## config.mk

```make
export PLATFORM = sky130hd
export DESIGN_NAME = multichannel_decimated_history_buffer
export DESIGN_NICKNAME = d
export VERILOG_FILES = /design/src/hw/rtl/mdhb_pkg.sv /design/src/hw/rtl/mdhb_ram.sv /design/src/hw/rtl/mdhb_rem.sv /design/src/hw/rtl/multichannel_decimated_history_buffer.sv
export SDC_FILE = /design/constraint.sdc
export NUM_CORES = 1
export LEC_CHECK = 0
export BUFFER_PORTS_ARGS = -buffer_cell sky130_fd_sc_hd__buf_2
export CAP_MARGIN = 10
export CORE_UTILIZATION = 30
export DETAILED_ROUTE_END_ITERATION = 10
export PLACE_DENSITY_LB_ADDON = 0.1
export SETUP_SLACK_MARGIN = 0.1
export SYNTH_ARGS = -nofsm -noshare
export SYNTH_HDL_FRONTEND = slang
export SYNTH_SLANG_ARGS = --single-unit
```

## constraint.sdc

```tcl
create_clock -name clk_i -period 6.1 [get_ports clk_i]
set_clock_uncertainty 0.15 [all_clocks]
set_input_delay 0.305 -clock clk_i [delete_from_list [all_inputs] [get_ports clk_i]]
set_output_delay 0.305 -clock clk_i [all_outputs]
set_load 0.03 [all_outputs]
```

## src/hw/rtl/mdhb_pkg.sv

```systemverilog
// shared types and constants of the decimated history buffer
package mdhb_pkg;

  localparam int unsigned OP_W       = 2;
  localparam int unsigned TICK_W     = 15;
  localparam int unsigned INTV_W     = 16;
  localparam int unsigned MOTOR_W    = 2;
  localparam int unsigned CFG_ADDR_W = 4;
  localparam int unsigned DIV_CNT_W  = 4;
  localparam int unsigned ZERO_CODE  = 775;

  typedef enum logic [OP_W-1:0] {
    OP_TICK  = 2'd0,
    OP_DUMP  = 2'd1,
    OP_CLEAR = 2'd2
  } op_e;

  typedef enum logic [2:0] {
    ST_IDLE,
    ST_DIV,
    ST_WRITE,
    ST_RD,
    ST_LOAD
  } state_e;

  typedef struct packed {
    logic start;
    logic step;
  } rem_ctrl_t;

endpackage

```

## src/hw/rtl/mdhb_ram.sv

```systemverilog
// generic single write port ram with registered read
module mdhb_ram #(
  parameter int unsigned WIDTH  = 10,
  parameter int unsigned DEPTH  = 20,
  parameter int unsigned ADDR_W = $clog2(DEPTH)
) (
  input  logic              clk_i,
  input  logic              we_i,
  input  logic [ADDR_W-1:0] waddr_i,
  input  logic [WIDTH-1:0]  wdata_i,
  input  logic              re_i,
  input  logic [ADDR_W-1:0] raddr_i,
  output logic [WIDTH-1:0]  rdata_o
);

  logic [WIDTH-1:0] mem_q [DEPTH];
  logic [WIDTH-1:0] rdata_q;

  always_ff @(posedge clk_i) begin
    if (we_i) begin
      mem_q[waddr_i] <= wdata_i;
    end
    if (re_i) begin
      rdata_q <= mem_q[raddr_i];
    end
  end

  assign rdata_o = rdata_q;

endmodule

```

## src/hw/rtl/mdhb_rem.sv

```systemverilog
// bit-serial remainder lane, one dividend bit per cycle while step is high, msb first
module mdhb_rem (
  input  logic                            clk_i,
  input  mdhb_pkg::rem_ctrl_t             ctrl_i,
  input  logic [mdhb_pkg::TICK_W-1:0]     dividend_i,
  input  logic [mdhb_pkg::INTV_W-1:0]     divisor_i,
  output logic                            hit_o
);

  logic [mdhb_pkg::TICK_W-1:0] shift_q, shift_d;
  logic [mdhb_pkg::INTV_W-1:0] rem_q, rem_d;
  logic [mdhb_pkg::INTV_W:0]   trial;
  logic [mdhb_pkg::INTV_W:0]   diff;

  always_comb begin
    trial   = {rem_q, shift_q[mdhb_pkg::TICK_W-1]};
    diff    = trial - {1'b0, divisor_i};
    shift_d = shift_q;
    rem_d   = rem_q;
    if (ctrl_i.start) begin
      shift_d = dividend_i;
      rem_d   = '0;
    end else if (ctrl_i.step) begin
      shift_d = {shift_q[mdhb_pkg::TICK_W-2:0], 1'b0};
      if (trial >= {1'b0, divisor_i}) begin
        rem_d = diff[mdhb_pkg::INTV_W-1:0];
      end else begin
        rem_d = trial[mdhb_pkg::INTV_W-1:0];
      end
    end
  end

  always_ff @(posedge clk_i) begin
    shift_q <= shift_d;
    rem_q   <= rem_d;
  end

  assign hit_o = (divisor_i != '0) && (rem_q == '0);

endmodule

```

## src/hw/rtl/multichannel_decimated_history_buffer.sv

```systemverilog
// top level: per-motor decimated circular history with serial remainder lanes
// tick: accepted in ST_IDLE, bit-serial remainder in one lane per motor in ST_DIV,
//   then ST_WRITE stores each motor's sample if its interval divides the tick count
// dump: DEPTH samples of one motor, newest first, each through ST_RD (registered ram
//   read port) and ST_LOAD, which waits on a stalled output; tlast on the oldest
// clear: valid bits, pointers, fill code to 0; reset drops all valid bits so every slot
//   reads the zero-current code, pointers go to 0 and intervals to 1, no clearing pass
module multichannel_decimated_history_buffer #(
  parameter int unsigned CHANNELS    = 4,
  parameter int unsigned DEPTH       = 5,
  parameter int unsigned SAMPLE_BITS = 10
) (
  input  logic clk_i,
  input  logic rst_ni,
  // op, tick_count, sample_motor0.., dump_motor
  input  logic [((mdhb_pkg::OP_W + mdhb_pkg::TICK_W + CHANNELS * SAMPLE_BITS
                  + mdhb_pkg::MOTOR_W + 7) / 8) * 8 - 1:0] s_axis_tdata,
  input  logic s_axis_tvalid,
  output logic s_axis_tready,
  // history_sample, age_rank, source_motor
  output logic [((SAMPLE_BITS + ((DEPTH > 1) ? $clog2(DEPTH) : 1)
                  + mdhb_pkg::MOTOR_W + 7) / 8) * 8 - 1:0] m_axis_tdata,
  output logic m_axis_tvalid,
  input  logic m_axis_tready,
  output logic m_axis_tlast,
  input  logic                            cfg_we_i,
  input  logic [mdhb_pkg::CFG_ADDR_W-1:0] cfg_addr_i,
  input  logic [mdhb_pkg::INTV_W-1:0]     cfg_data_i
);

  localparam int unsigned IN_W    = mdhb_pkg::OP_W + mdhb_pkg::TICK_W
                                    + CHANNELS * SAMPLE_BITS + mdhb_pkg::MOTOR_W;
  localparam int unsigned IN_TW   = ((IN_W + 7) / 8) * 8;
  localparam int unsigned PTR_W   = (DEPTH > 1) ? $clog2(DEPTH) : 1;
  localparam int unsigned OUT_W   = SAMPLE_BITS + PTR_W + mdhb_pkg::MOTOR_W;
  localparam int unsigned OUT_TW  = ((OUT_W + 7) / 8) * 8;
  localparam int unsigned CH_W    = (CHANNELS > 1) ? $clog2(CHANNELS) : 1;
  localparam int unsigned ENTRIES = CHANNELS * DEPTH;
  localparam int unsigned ADDR_W  = $clog2(ENTRIES);
  localparam int unsigned TICK_LO = mdhb_pkg::OP_W;
  localparam int unsigned SAMP_LO = TICK_LO + mdhb_pkg::TICK_W;
  localparam int unsigned MOT_LO  = SAMP_LO + CHANNELS * SAMPLE_BITS;
  localparam logic [PTR_W-1:0]  PTR_LAST = PTR_W'(DEPTH - 1);
  localparam logic [CH_W-1:0]   CH_LAST  = CH_W'(CHANNELS - 1);
  localparam logic [ADDR_W-1:0] DEPTH_A  = ADDR_W'(DEPTH);
  localparam logic [mdhb_pkg::DIV_CNT_W-1:0] DIV_LAST =
    mdhb_pkg::DIV_CNT_W'(mdhb_pkg::TICK_W - 1);

  mdhb_pkg::state_e state_q, state_d;

  logic [mdhb_pkg::INTV_W-1:0]    intv_q [CHANNELS];
  logic [PTR_W-1:0]               ptr_q  [CHANNELS];
  logic [SAMPLE_BITS-1:0]         samp_q [CHANNELS];
  logic [ENTRIES-1:0]             valid_q;
  logic [SAMPLE_BITS-1:0]         fill_q;
  logic [mdhb_pkg::TICK_W-1:0]    in_tick;
  logic [mdhb_pkg::DIV_CNT_W-1:0] div_cnt_q;
  logic [CH_W-1:0]                ch_q;
  logic [CH_W-1:0]                motor_q;
  logic [PTR_W-1:0]               slot_q;
  logic [PTR_W-1:0]               rank_q;
  logic                           vld_rd_q;

  logic                           out_valid_q;
  logic [SAMPLE_BITS-1:0]         out_sample_q;
  logic [PTR_W-1:0]               out_rank_q;
  logic [mdhb_pkg::MOTOR_W-1:0]   out_motor_q;
  logic                           out_last_q;

  logic [CHANNELS-1:0]            hit;
  mdhb_pkg::rem_ctrl_t            rem_ctrl;
  logic                           in_acc;
  mdhb_pkg::op_e                  in_op;
  logic [mdhb_pkg::MOTOR_W-1:0]   in_motor;
  logic [4:0]                     motor_mod;
  logic                           ram_we;
  logic                           ram_re;
  logic [ADDR_W-1:0]              ram_waddr;
  logic [ADDR_W-1:0]              ram_raddr;
  logic [SAMPLE_BITS-1:0]         ram_rdata;
  logic                           out_load;
  logic                           store_hit;

  assign in_acc   = s_axis_tvalid && s_axis_tready;
  assign in_op    = mdhb_pkg::op_e'(s_axis_tdata[mdhb_pkg::OP_W-1:0]);
  assign in_motor = s_axis_tdata[MOT_LO +: mdhb_pkg::MOTOR_W];
  assign in_tick  = s_axis_tdata[TICK_LO +: mdhb_pkg::TICK_W];

  // dump motor wrapped into the channel range
  always_comb begin
    motor_mod = {3'b000, in_motor};
    for (int i = 0; i < 3; i++) begin
      if (motor_mod >= 5'(CHANNELS)) begin
        motor_mod = motor_mod - 5'(CHANNELS);
      end
    end
  end

  for (genvar c = 0; c < CHANNELS; c++) begin : g_lane
    mdhb_rem u_rem (
      .clk_i      (clk_i),
      .ctrl_i     (rem_ctrl),
      .dividend_i (in_tick),
      .divisor_i  (intv_q[c]),
      .hit_o      (hit[c])
    );
  end

  mdhb_ram #(
    .WIDTH  (SAMPLE_BITS),
    .DEPTH  (ENTRIES),
    .ADDR_W (ADDR_W)
  ) u_ram (
    .clk_i   (clk_i),
    .we_i    (ram_we),
    .waddr_i (ram_waddr),
    .wdata_i (samp_q[ch_q]),
    .re_i    (ram_re),
    .raddr_i (ram_raddr),
    .rdata_o (ram_rdata)
  );

  assign store_hit = hit[ch_q];
  assign ram_waddr = ADDR_W'(ch_q) * DEPTH_A + ADDR_W'(ptr_q[ch_q]);
  assign ram_raddr = ADDR_W'(motor_q) * DEPTH_A + ADDR_W'(slot_q);

  // next state
  always_comb begin
    state_d = state_q;
    case (state_q)
      mdhb_pkg::ST_IDLE: begin
        if (in_acc) begin
          case (in_op)
            mdhb_pkg::OP_TICK: state_d = mdhb_pkg::ST_DIV;
            mdhb_pkg::OP_DUMP: state_d = mdhb_pkg::ST_RD;
            default:           state_d = mdhb_pkg::ST_IDLE;
          endcase
        end
      end
      mdhb_pkg::ST_DIV: begin
        if (div_cnt_q == DIV_LAST) begin
          state_d = mdhb_pkg::ST_WRITE;
        end
      end
      mdhb_pkg::ST_WRITE: begin
        if (ch_q == CH_LAST) begin
          state_d = mdhb_pkg::ST_IDLE;
        end
      end
      mdhb_pkg::ST_RD: state_d = mdhb_pkg::ST_LOAD;
      mdhb_pkg::ST_LOAD: begin
        if (out_load) begin
          state_d = (rank_q == PTR_LAST) ? mdhb_pkg::ST_IDLE : mdhb_pkg::ST_RD;
        end
      end
      default: state_d = mdhb_pkg::ST_IDLE;
    endcase
  end

  // outputs of the sequencer
  always_comb begin
    s_axis_tready  = 1'b0;
    rem_ctrl.start = 1'b0;
    rem_ctrl.step  = 1'b0;
    ram_we         = 1'b0;
    ram_re         = 1'b0;
    out_load       = 1'b0;
    case (state_q)
      mdhb_pkg::ST_IDLE: begin
        s_axis_tready  = 1'b1;
        rem_ctrl.start = 1'b1;
      end
      mdhb_pkg::ST_DIV:   rem_ctrl.step = 1'b1;
      mdhb_pkg::ST_WRITE: ram_we = store_hit;
      mdhb_pkg::ST_RD:    ram_re = 1'b1;
      mdhb_pkg::ST_LOAD:  out_load = !out_valid_q || m_axis_tready;
      default: ;
    endcase
  end

  always_ff @(posedge clk_i or negedge rst_ni) begin
    if (!rst_ni) begin
      state_q     <= mdhb_pkg::ST_IDLE;
      valid_q     <= '0;
      fill_q      <= SAMPLE_BITS'(mdhb_pkg::ZERO_CODE);
      div_cnt_q   <= '0;
      ch_q        <= '0;
      rank_q      <= '0;
      out_valid_q <= 1'b0;
      for (int c = 0; c < CHANNELS; c++) begin
        intv_q[c] <= mdhb_pkg::INTV_W'(1);
        ptr_q[c]  <= '0;
      end
    end else begin
      state_q <= state_d;

      if (cfg_we_i && (cfg_addr_i < mdhb_pkg::CFG_ADDR_W'(CHANNELS))) begin
        intv_q[cfg_addr_i[CH_W-1:0]] <= cfg_data_i;
      end

      if (in_acc && (in_op == mdhb_pkg::OP_CLEAR)) begin
        valid_q <= '0;
        fill_q  <= '0;
        for (int c = 0; c < CHANNELS; c++) begin
          ptr_q[c] <= '0;
        end
      end

      if (state_q == mdhb_pkg::ST_IDLE) begin
        div_cnt_q <= '0;
        ch_q      <= '0;
        rank_q    <= '0;
      end
      if (state_q == mdhb_pkg::ST_DIV) begin
        div_cnt_q <= div_cnt_q + 1'b1;
      end
      if (state_q == mdhb_pkg::ST_WRITE) begin
        ch_q <= ch_q + 1'b1;
        if (store_hit) begin
          valid_q[ram_waddr] <= 1'b1;
          ptr_q[ch_q]        <= (ptr_q[ch_q] == PTR_LAST) ? '0 : ptr_q[ch_q] + 1'b1;
        end
      end

      if (out_load) begin
        out_valid_q <= 1'b1;
        rank_q      <= rank_q + 1'b1;
      end else if (m_axis_tready) begin
        out_valid_q <= 1'b0;
      end
    end
  end

  // payload registers
  always_ff @(posedge clk_i) begin
    if (in_acc) begin
      motor_q <= CH_W'(motor_mod);
      for (int c = 0; c < CHANNELS; c++) begin
        samp_q[c] <= s_axis_tdata[SAMP_LO + c * SAMPLE_BITS +: SAMPLE_BITS];
      end
      slot_q <= (ptr_q[CH_W'(motor_mod)] == '0) ? PTR_LAST
                                                : ptr_q[CH_W'(motor_mod)] - 1'b1;
    end
    if (ram_re) begin
      vld_rd_q <= valid_q[ram_raddr];
    end
    if (out_load) begin
      out_sample_q <= vld_rd_q ? ram_rdata : fill_q;
      out_rank_q   <= rank_q;
      out_motor_q  <= mdhb_pkg::MOTOR_W'(motor_q);
      out_last_q   <= (rank_q == PTR_LAST);
      slot_q       <= (slot_q == '0) ? PTR_LAST : slot_q - 1'b1;
    end
  end

  assign m_axis_tvalid = out_valid_q;
  assign m_axis_tlast  = out_last_q;
  assign m_axis_tdata  = OUT_TW'({out_motor_q, out_rank_q, out_sample_q});

endmodule
```

# Word-level counts from Yosys, hierarchy flattened
# Memories as Yosys holds them, arrays and structs flattened. A register that Yosys moved wholly into a read port is not among the register bits.
# Index checks and enable logic that the tools add are counted.
# word_totals
ram_bits	240
mem_count	2
regBits	260
elab_cells	176
out_inout_bits	19
input_bits	89
# classes
multipliers	2
n_mux	66
n_lt_le_gt_ge	14
bitwise	4
n_addsub	12
n_reduce_logical	31
n_eq_ne	14
# memory_table
name	words	width	rd	rd_clocked_by_memory_dff	wr	line	source
u_ram.mem_q	20	10	1	1	1	mdhb_ram.sv:16	logic [WIDTH-1:0] mem_q [DEPTH];
samp_q	4	10	1	0	4	multichannel_decimated_history_buffer.sv:53	logic [SAMPLE_BITS-1:0] samp_q [CHANNELS];
# op_table
cell	count
two-way mux 15 bit	8
two-way mux 16 bit	5
greater-or-equal comparator 17 x 16 -> 1 bit	4
bitwise mux 64 bit	1
logical NOT 16 bit	4
nonzero test 16 bit	4
subtractor 16 bit	4
two-way mux 20 bit	3
two-way mux 3 bit	16
two-way mux 12 bit	3
demux 16 bit (select 2 bit)	1
bitwise OR 20 bit	1
one-hot mux 3 bit (5 select lines)	1
two-way mux 1 bit	14
binary-select mux 3 bit (select 2 bit)	2
bitwise mux 12 bit	1
< comparator 5 x 6 -> 1 bit (second input constant)	2
nonzero test 2 bit	6
adder 5 x 3 -> 5 bit	2
logical AND 1 bit	10
multiplier 2 x 3 -> 5 bit (second input constant)	2
two-way mux 10 bit	1
== test 3 bit (second input constant)	3
greater-or-equal comparator 3 bit (second input constant)	3
other kinds (27)	42

# Longest topological paths before layout
# Gate-level depths: netlist (run 1).
# depth
word_depth	12
mapped_depth	12
mapped_depth_nobuf	11

# By module
# A second synthesis (run 1) with hierarchy kept.
# unflattened
hier_cells	1967
hier_area_um2	25197.9
# modules_own_cells
mod	seq_area_each_um2	area_per_inst_um2	n_inst	cells_each
mdhb_ram	6306.0	8195.4	1	396
multichannel_decimated_history_buffer	4620.7	7458.4	1	495
mdhb_rem (g_lane[1].u_rem ...)	770.7	2439.8	3	280
mdhb_rem (g_lane[0].u_rem)	770.7	2224.6	1	236

# Worst setup path before layout (run 1)
# No wires, ideal clock.
# synth_timing
path_kind	reg2reg
startpoint	register ch_q[0]
endpoint	memory u_ram.mem_q[16][0] (enable)
required_time_ps	5558
period_less_slack_ps	4036
n_path_buf	1
stages_incl_launch_ff	10
slack_ps	2064
arrival_ps	3494
setup_ps	392
path_cell_list	dfrtp_1 > clkbuf_1 > mux4_2 > ha_1 > ha_1 > fa_1 > xor2_1 > nor2_1 > nand3b_1 > nor3_1
# synth_between
elab_chain_len	5
elab_cells_between_ends	11
cone_classes	add/sub: 1; mul: 1; mux: 8; bitwise: 1
# synth_rtl
item	line	source
from (decl)	multichannel_decimated_history_buffer.sv:58	logic [CH_W-1:0] ch_q;
from (signal assigned)	multichannel_decimated_history_buffer.sv:218	ch_q <= ch_q + 1'b1;
branches (longest 5 deep; another with multiplier 2 x 3 -> 5 bit)	n/a	
to (decl)	mdhb_ram.sv:16	
# Parallel ways; which one is timed is not known. The select of a mux whose other input is x is not followed.

# Worst setup path after layout (run 1)
# layout_timing
startpoint	register ch_q[0]
endpoint	memory u_ram.mem_q[18][4] (enable)
# Same word-level chain as after synthesis.

==> results.cfg, run 1 <==
[outcome]
status = complete, no violations

[detailed_routing]
wirelength_um = 54960
viasPerCell = 4.861
wl_per_cell_um = 19.26
ant_nets = 0
first_iter_violations = 844
vias = 13870
drc = 0
drtPass1Iterations = 5

[grt]
use_met2_pct = 22.74
grt_busiest_layer = met2
antenna_found_initial = 0
grt_max_degree = 65
overflow = 0
first_global_vias = 14220
track_usage_pct = 15.05
grt_pass1_wl_um = 86240
met1_usage_pct = 22.29
use_met3_pct = 2.539

[worst_setup_path]
critical_path_required_ns = 6.19
setup.worst_path.end_class = flip-flop
critical_path_arrival_ns = 4.61
worstReg2RegEnd = u_ram.mem_q[18][4]
critPathLaunchType = flip-flop
ff2ff_path_depth = 9
path_max_fanout = 13
crit_type = flip-flop to flip-flop
r2r_slack_ns = 1.58
r2r-start = ch_q[0]

[min_path]
hp-class = primary input to flip-flop
holdPathStages = 5
hold-path-endpoint = state_q[0]
worstHoldStart = s_axis_tvalid

[power]
seqPwrFrac_pct = 35.7
combPwrFrac_pct = 39.2
total_power_w = 0.01255
power_density_nw_per_um2 = 484.4
switching_share_pct = 35.94
p_leak_nw = 10.00
clkPwrFrac_pct = 25.1
switching_power_w = 0.004511
internal_power_w = 0.008040
max-vdd-ir-drop_mv = 0.2552

[finish]
areaGrowthSynthToFinish_pct = 18.96
seqCellArea_um2 = 12660
nNetsFinal = 2039
utilization_pct = 36.18
nFillCells = 7009
finalNonFillerCells = 2853
multi_input_area_um2 = 8567
drive_gt1_share_pct = 19.82
fin_area_um2 = 25910

[clock_network]
postCtsSetupBuffers = 0
clock_latency_ns = 0.62
clockBufferDepth = 3
cts-resized-gates = 0
cts-root-buf = clkbuf_16
cts_tree = done
cts.sinks = 461
path_clk_slew_ns = 0.06
cts_buffers = 55
cts_max_level = 2

[job]
maxCapViolations = 0

[yosys]
synthCells = 1666
ys_seq_area_share_pct = 58.12
ys_types = 72
synth-seq-cells = 461
synth-edff-count = 287
synth_ff_type = edfxtp_1
ys_warn_count = 0
synth_fp_nets = 1849
synth_area_leader_cell = edfxtp_1
synth.avg_cell_area_um2 = 13.07
synthesis.area_um2 = 21780
ys_async_sr_fraction_pct = 23.86
netlist.area_leader.share_pct = 39.57
synth_area_leaders = edfxtp_1, dfrtp_1, mux4_2, dfxtp_1, ha_1

[floorplanning]
coreArea_um2 = 71610
start_util_pct = 30.41
io_pins = 108
fp.dieArea_um2 = 73680
num_rows = 98
die_h_um = 271.4
die_w_um = 271.4

[sta]
finalMaxSlewViolations = 0
tightest_slew_ns = 1.123
rsz0062_at_grt = false
timing.slew.headroom_pct = 25.09
post-route-period-util_pct = 74.08
finalSetupTns_ns = 0
fin_crit_ns = 4.519
max_freq_ghz = 0.2213
hold_viol = 0
setup_viol = 0

[placement]
io_buffers = 101
hpwl_um = 37280
place_inst = 2673
gp_congestion = 0.7849
placed_cell_area_um2 = 23410
cell type report:
| type | instances | area share [%] |
|---|---|---|
| antenna | 1 | 0.009659 |
| clock buffer | 78 | 5.800 |
| clock inverter | 25 | 0.8790 |
| inverter | 89 | 1.289 |
| multi-input combinational | 1051 | 33.07 |
| sequential | 461 | 48.86 |
| tap | 950 | 4.588 |
| timing repair buffer | 198 | 5.506 |
critical path, cell delays in order (launching register included):
cell and delay [ns]:
dfrtp_1 0.61, buf_4 0.40, mux4_2 0.59, ha_1 0.21, ha_1 0.20, fa_1 0.42
xor2_1 0.23, nor2_1 0.23, nand3b_1 0.20, nor3b_2 0.92
power by group through the flow:
stage	sequential [W]	clock (W)	combinational, W
2_1_floorplan	0.00442	0	0.00352
3_3_place_gp	0.00453	0	0.00494
3_5_place_dp	0.00454	0	0.00497
4_1_cts	0.00448	0.00328	0.00503
5_1_grt	0.00454	0.00340	0.00545
6_report	0.00448	0.00315	0.00492
worst max path at each step:
stage	start	to	slack, ns	depth (start not counted)
floorplan	ch_q[0]	u_ram.mem_q[16][0]	2.06	9
CTS	ch_q[0]	u_ram.mem_q[18][4]	1.49	9
finish	ch_q[0]	u_ram.mem_q[18][4]	1.58	9
global placement	ch_q[0]	u_ram.mem_q[18][4]	1.54	9
detailed placement	ch_q[0]	u_ram.mem_q[18][3]	1.47	9
global route	ch_q[0]	u_ram.mem_q[18][4]	1.30	9
layout by cell type, fill, tap and decap left out, types with 11 or more instances in the layout:
cell type,n
nor4_1,30
nor3_1,21
nor2b_1,17
clkbuf_16,55
nand3_1,24
o21a_1,11
buf_4,22
buf_2,100
dfxtp_1,64
xnor2_1,29
nor2_1,64
o21ai_0,110
mux2_2,59
nand2_1,159
dlygate4sd3_1,76
xor2_1,21
dfrtp_1,105
clkinv_1,11
nand4_1,19
edfxtp_1,287
inv_1,87
a32oi_1,13
clkbuf_1,19
a21oi_1,74
ha_1,86
mux4_2,81
o31ai_1,14
a21o_1,35
mux2i_1,33
metrics by stage:
step,hold WS (ns),setup WS (ns)
2_1_floorplan,-0.1406,2.064
3_3_place_gp,0.2332,1.542
3_5_place_dp,0.2311,1.473
4_1_cts,0.02732,1.494
5_1_grt,0.1273,1.302
6_report,0.08327,1.581
routing by layer:
layer,share of wire [%],vias to the layer above
met4,1.9,0
met1,51,6896
met2,44,213
li1,-,6695
met5,0,-
met3,3.9,65
Yosys cell counts (7+ instances only):
| library cell | n |
|---|---|
| mux2i_1 | 33 |
| o211ai_1 | 7 |
| nand2b_1 | 9 |
| or3_1 | 7 |
| inv_1 | 87 |
| nor2b_1 | 17 |
| ha_1 | 88 |
| and3_2 | 8 |
| dfxtp_1 | 64 |
| clkbuf_1 | 50 |
| nand3_1 | 24 |
| o21a_1 | 11 |
| nor4_1 | 30 |
| and3_1 | 8 |
| o21bai_1 | 7 |
| o31ai_1 | 14 |
| a21o_1 | 35 |
| nand2_1 | 159 |
| edfxtp_1 | 287 |
| xor2_1 | 22 |
| mux4_2 | 81 |
| o21ai_0 | 110 |
| nor2_1 | 65 |
| dfrtp_1 | 105 |
| and2_1 | 10 |
| a21oi_1 | 74 |
| buf_1 | 9 |
| a32oi_1 | 13 |
| xnor2_1 | 29 |
| nor3_1 | 22 |
| mux2_2 | 59 |
| nand4_1 | 19 |
repair_timing:
item	4_1_cts	5_1_grt
hold buffers	76	0
setup endpoints to repair	0	0
hold endpoints to repair	170	0
registers in the layout (all words and copies together), names as in the netlist:
| signal | flops |
|---|---|
| intv_q | 64 |
| out_motor_q | 2 |
| out_sample_q | 10 |
| valid_q | 20 |
| vld_rd_q | 1 |
| div_cnt_q | 4 |
| fill_q | 1 |
| out_rank_q | 3 |
| m_axis_tvalid | 1 |
| motor_q | 2 |
| slot_q | 3 |
| ch_q | 2 |
| u_ram.rdata_o | 10 |
| ptr_q | 12 |
| rank_q | 3 |
| samp_q | 40 |
| u_ram.mem_q | 200 |
| g_lane.u_rem.rem_q | 64 |
| g_lane.u_rem.shift_q | 15 |
| state_q | 3 |
| m_axis_tlast | 1 |
cells by family after synthesis:
logic type	Yosys count	synth area share (%)
AO/OA/AOI/OAI	318	9.112
XOR/XNOR	51	2.051
adder cells (fa/ha/maj)	94	5.607
buffers and inverters	154	2.729
flip-flops	461	58.12
multiplexers	173	12.94
other	1	0.01722
AND/OR/NAND/NOR	414	9.416
Power figures use the tool's default switching activity.
==> inputs of run 2 (changes only) <==
clock period = 4.4 ns   (was 6.1 ns; I/O delays follow)
==> results.cfg, run 2 (synthesis results as in run 1) <==
[clock_network]
path_clk_slew_ns = 0.06
cts.sinks = 461
clock_latency_ns = 0.62
cts_max_level = 2
cts_buffers = 55
cts-root-buf = clkbuf_16
clockBufferDepth = 3
cts_tree = done

[worst_setup_path]
crit_type = flip-flop to flip-flop
path_buf_inv = 1
cpMostUsedCell = ha_1
critPathMaxStageDelay_ns = 0.61
slowest_stage = mux4_2
critPathLaunchType = flip-flop
critical_path.cell_chain = mux4_2 > ha_1 > ha_1 > fa_1 > xor2_1 > nor2_1 > nand3b_1 > nor3b_2 > buf_4
worst-path-stages = 9
path_delay_family = adder cells
critical_path_required_ns = 4.56
setup.worst_path.end_class = flip-flop
path_max_fanout = 11
ff2ff_path_depth = 9
critical_path_arrival_ns = 3.89

[grt]
first_global_vias = 14280
antenna_found_initial = 0
overflow = 0
track_usage_pct = 14.96
grt_max_degree = 63
grt_pass1_wl_um = 85530

[placement]
io_buffers = 101
hpwl_um = 37100
placed_cell_area_um2 = 23490
gp_congestion = 0.7910

[job]
maxCapViolations = 0

[floorplanning]
die_w_um = 271.4
start_util_pct = 30.41
die_h_um = 271.4
io_pins = 108
num_rows = 98
fp.dieArea_um2 = 73680
coreArea_um2 = 71610

[finish]
largest_reg_flops = 200
drive_gt1_share_pct = 20.30
final_common_cell = edfxtp_1
nFillCells = 7028
nNetsFinal = 2048
fin_area_um2 = 26110
layout_common_cells = edfxtp_1, nand2_1, o21ai_0
largest_register = u_ram.mem_q
areaGrowthSynthToFinish_pct = 19.88
antennaDiodeCount = 0
reg_top3 = u_ram.mem_q x200, g_lane.u_rem.rem_q x64, intv_q x64

[detailed_routing]
drc = 0
vias = 13990
wl_per_cell_um = 19.05
first_iter_violations = 718
drtPass1Iterations = 5
wirelength_um = 54500
ant_nets = 0
viasPerCell = 4.890

[outcome]
status = complete, no violations

[sta]
timing.slew.headroom_pct = 40.42
finalSetupTns_ns = 0
hold_viol = 0
finalMaxSlewViolations = 0
setup_viol = 0
tightest_slew_ns = 0.8937
max_freq_ghz = 0.2683
fin_crit_ns = 3.728
rsz0062_at_grt = false
post-route-period-util_pct = 84.72

[power]
power_density_nw_per_um2 = 676.0
total_power_w = 0.01765
max-vdd-ir-drop_mv = 0.5596
p_leak_nw = 10.11

[min_path]
holdPathStages = 4
hp-class = primary input to flip-flop
run 2: cell count changes in the layout (fill, tap and decap cells not counted), sizes merged:
cell	previous run	this run
clkinv	21	22
diode	1	0
bufinv	2	6
clkinvlp	1	2
buf	122	129
clkbuf	78	72
dlygate4sd3	76	78
run 2: worst min-delay path, cell delays in order:
cell and delay, ns:
buf_2 0.12, nor3_2 0.05, buf_4 0.21, o21ai_0 0.16
run 2: through the flow:
stage,setup WS (ns),std cells,hold WS (ns),util (%)
after floorplan,0.3637,1666,-0.2256,-
after global placement,0.7230,2680,0.2197,32.81
after detailed placement,0.6652,2680,0.2292,32.81
after CTS,0.6640,2861,0.01612,36.46
after global routing,0.4855,2861,0.07175,36.46
final,0.6724,2861,0.04979,36.46
run 2: final timing paths:
check | slack [ns] | end | startpoint
setup / recovery | 0.67 | u_ram.mem_q[18][6] | ch_q[0]
hold / removal | 0.05 | intv_q[49] | cfg_addr_i[0]
setup reg to reg | 0.67 | u_ram.mem_q[18][6] | ch_q[0]
hold reg to reg | 0.32 | valid_q[2] | valid_q[2]
max in group asynchronous | 2.99 | intv_q[16] | rst_ni
min in group asynchronous | 0.08 | valid_q[18] | rst_ni
run 2: power breakdown:
part	switching [W]	leakage [nW]	internal (W)
combinational	0.00395	4.69	0.00292
sequential	0.000435	4.53	0.00576
clock	0.00186	0.886	0.00272
total	0.00625	10.1	0.0114
run 2: cell type report:
class	instances	area (µm²)	share of cell area, %
Clock buffer	72	1470	5.631
Inverter	89	334.1	1.280
Multi-Input combinational cell	1051	8567	32.81
Clock inverter	31	365.4	1.399
Timing Repair Buffer	207	1524	5.837
Sequential cell	461	12660	48.49
Tap cell	950	1189	4.553
run 2: repair_timing:
| action | 4_1_cts | 5_1_grt |
|---|---|---|
| hold buffers | 78 | 0 |
| endpoints found under the hold margin | 183 | 0 |
| resized for setup | 0 | 0 |
| buffers inserted | 0 | 0 |
run 2: routing by layer:
layer / share of wire, % / routed length, µm / track usage, %
met5: 0 / 0 / 0
met4: 2.1 / 1151 / 3.933
met3: 3.8 / 2045 / 2.335
met2: 44 / 23900 / 22.78
met1: 50 / 27390 / 22.03
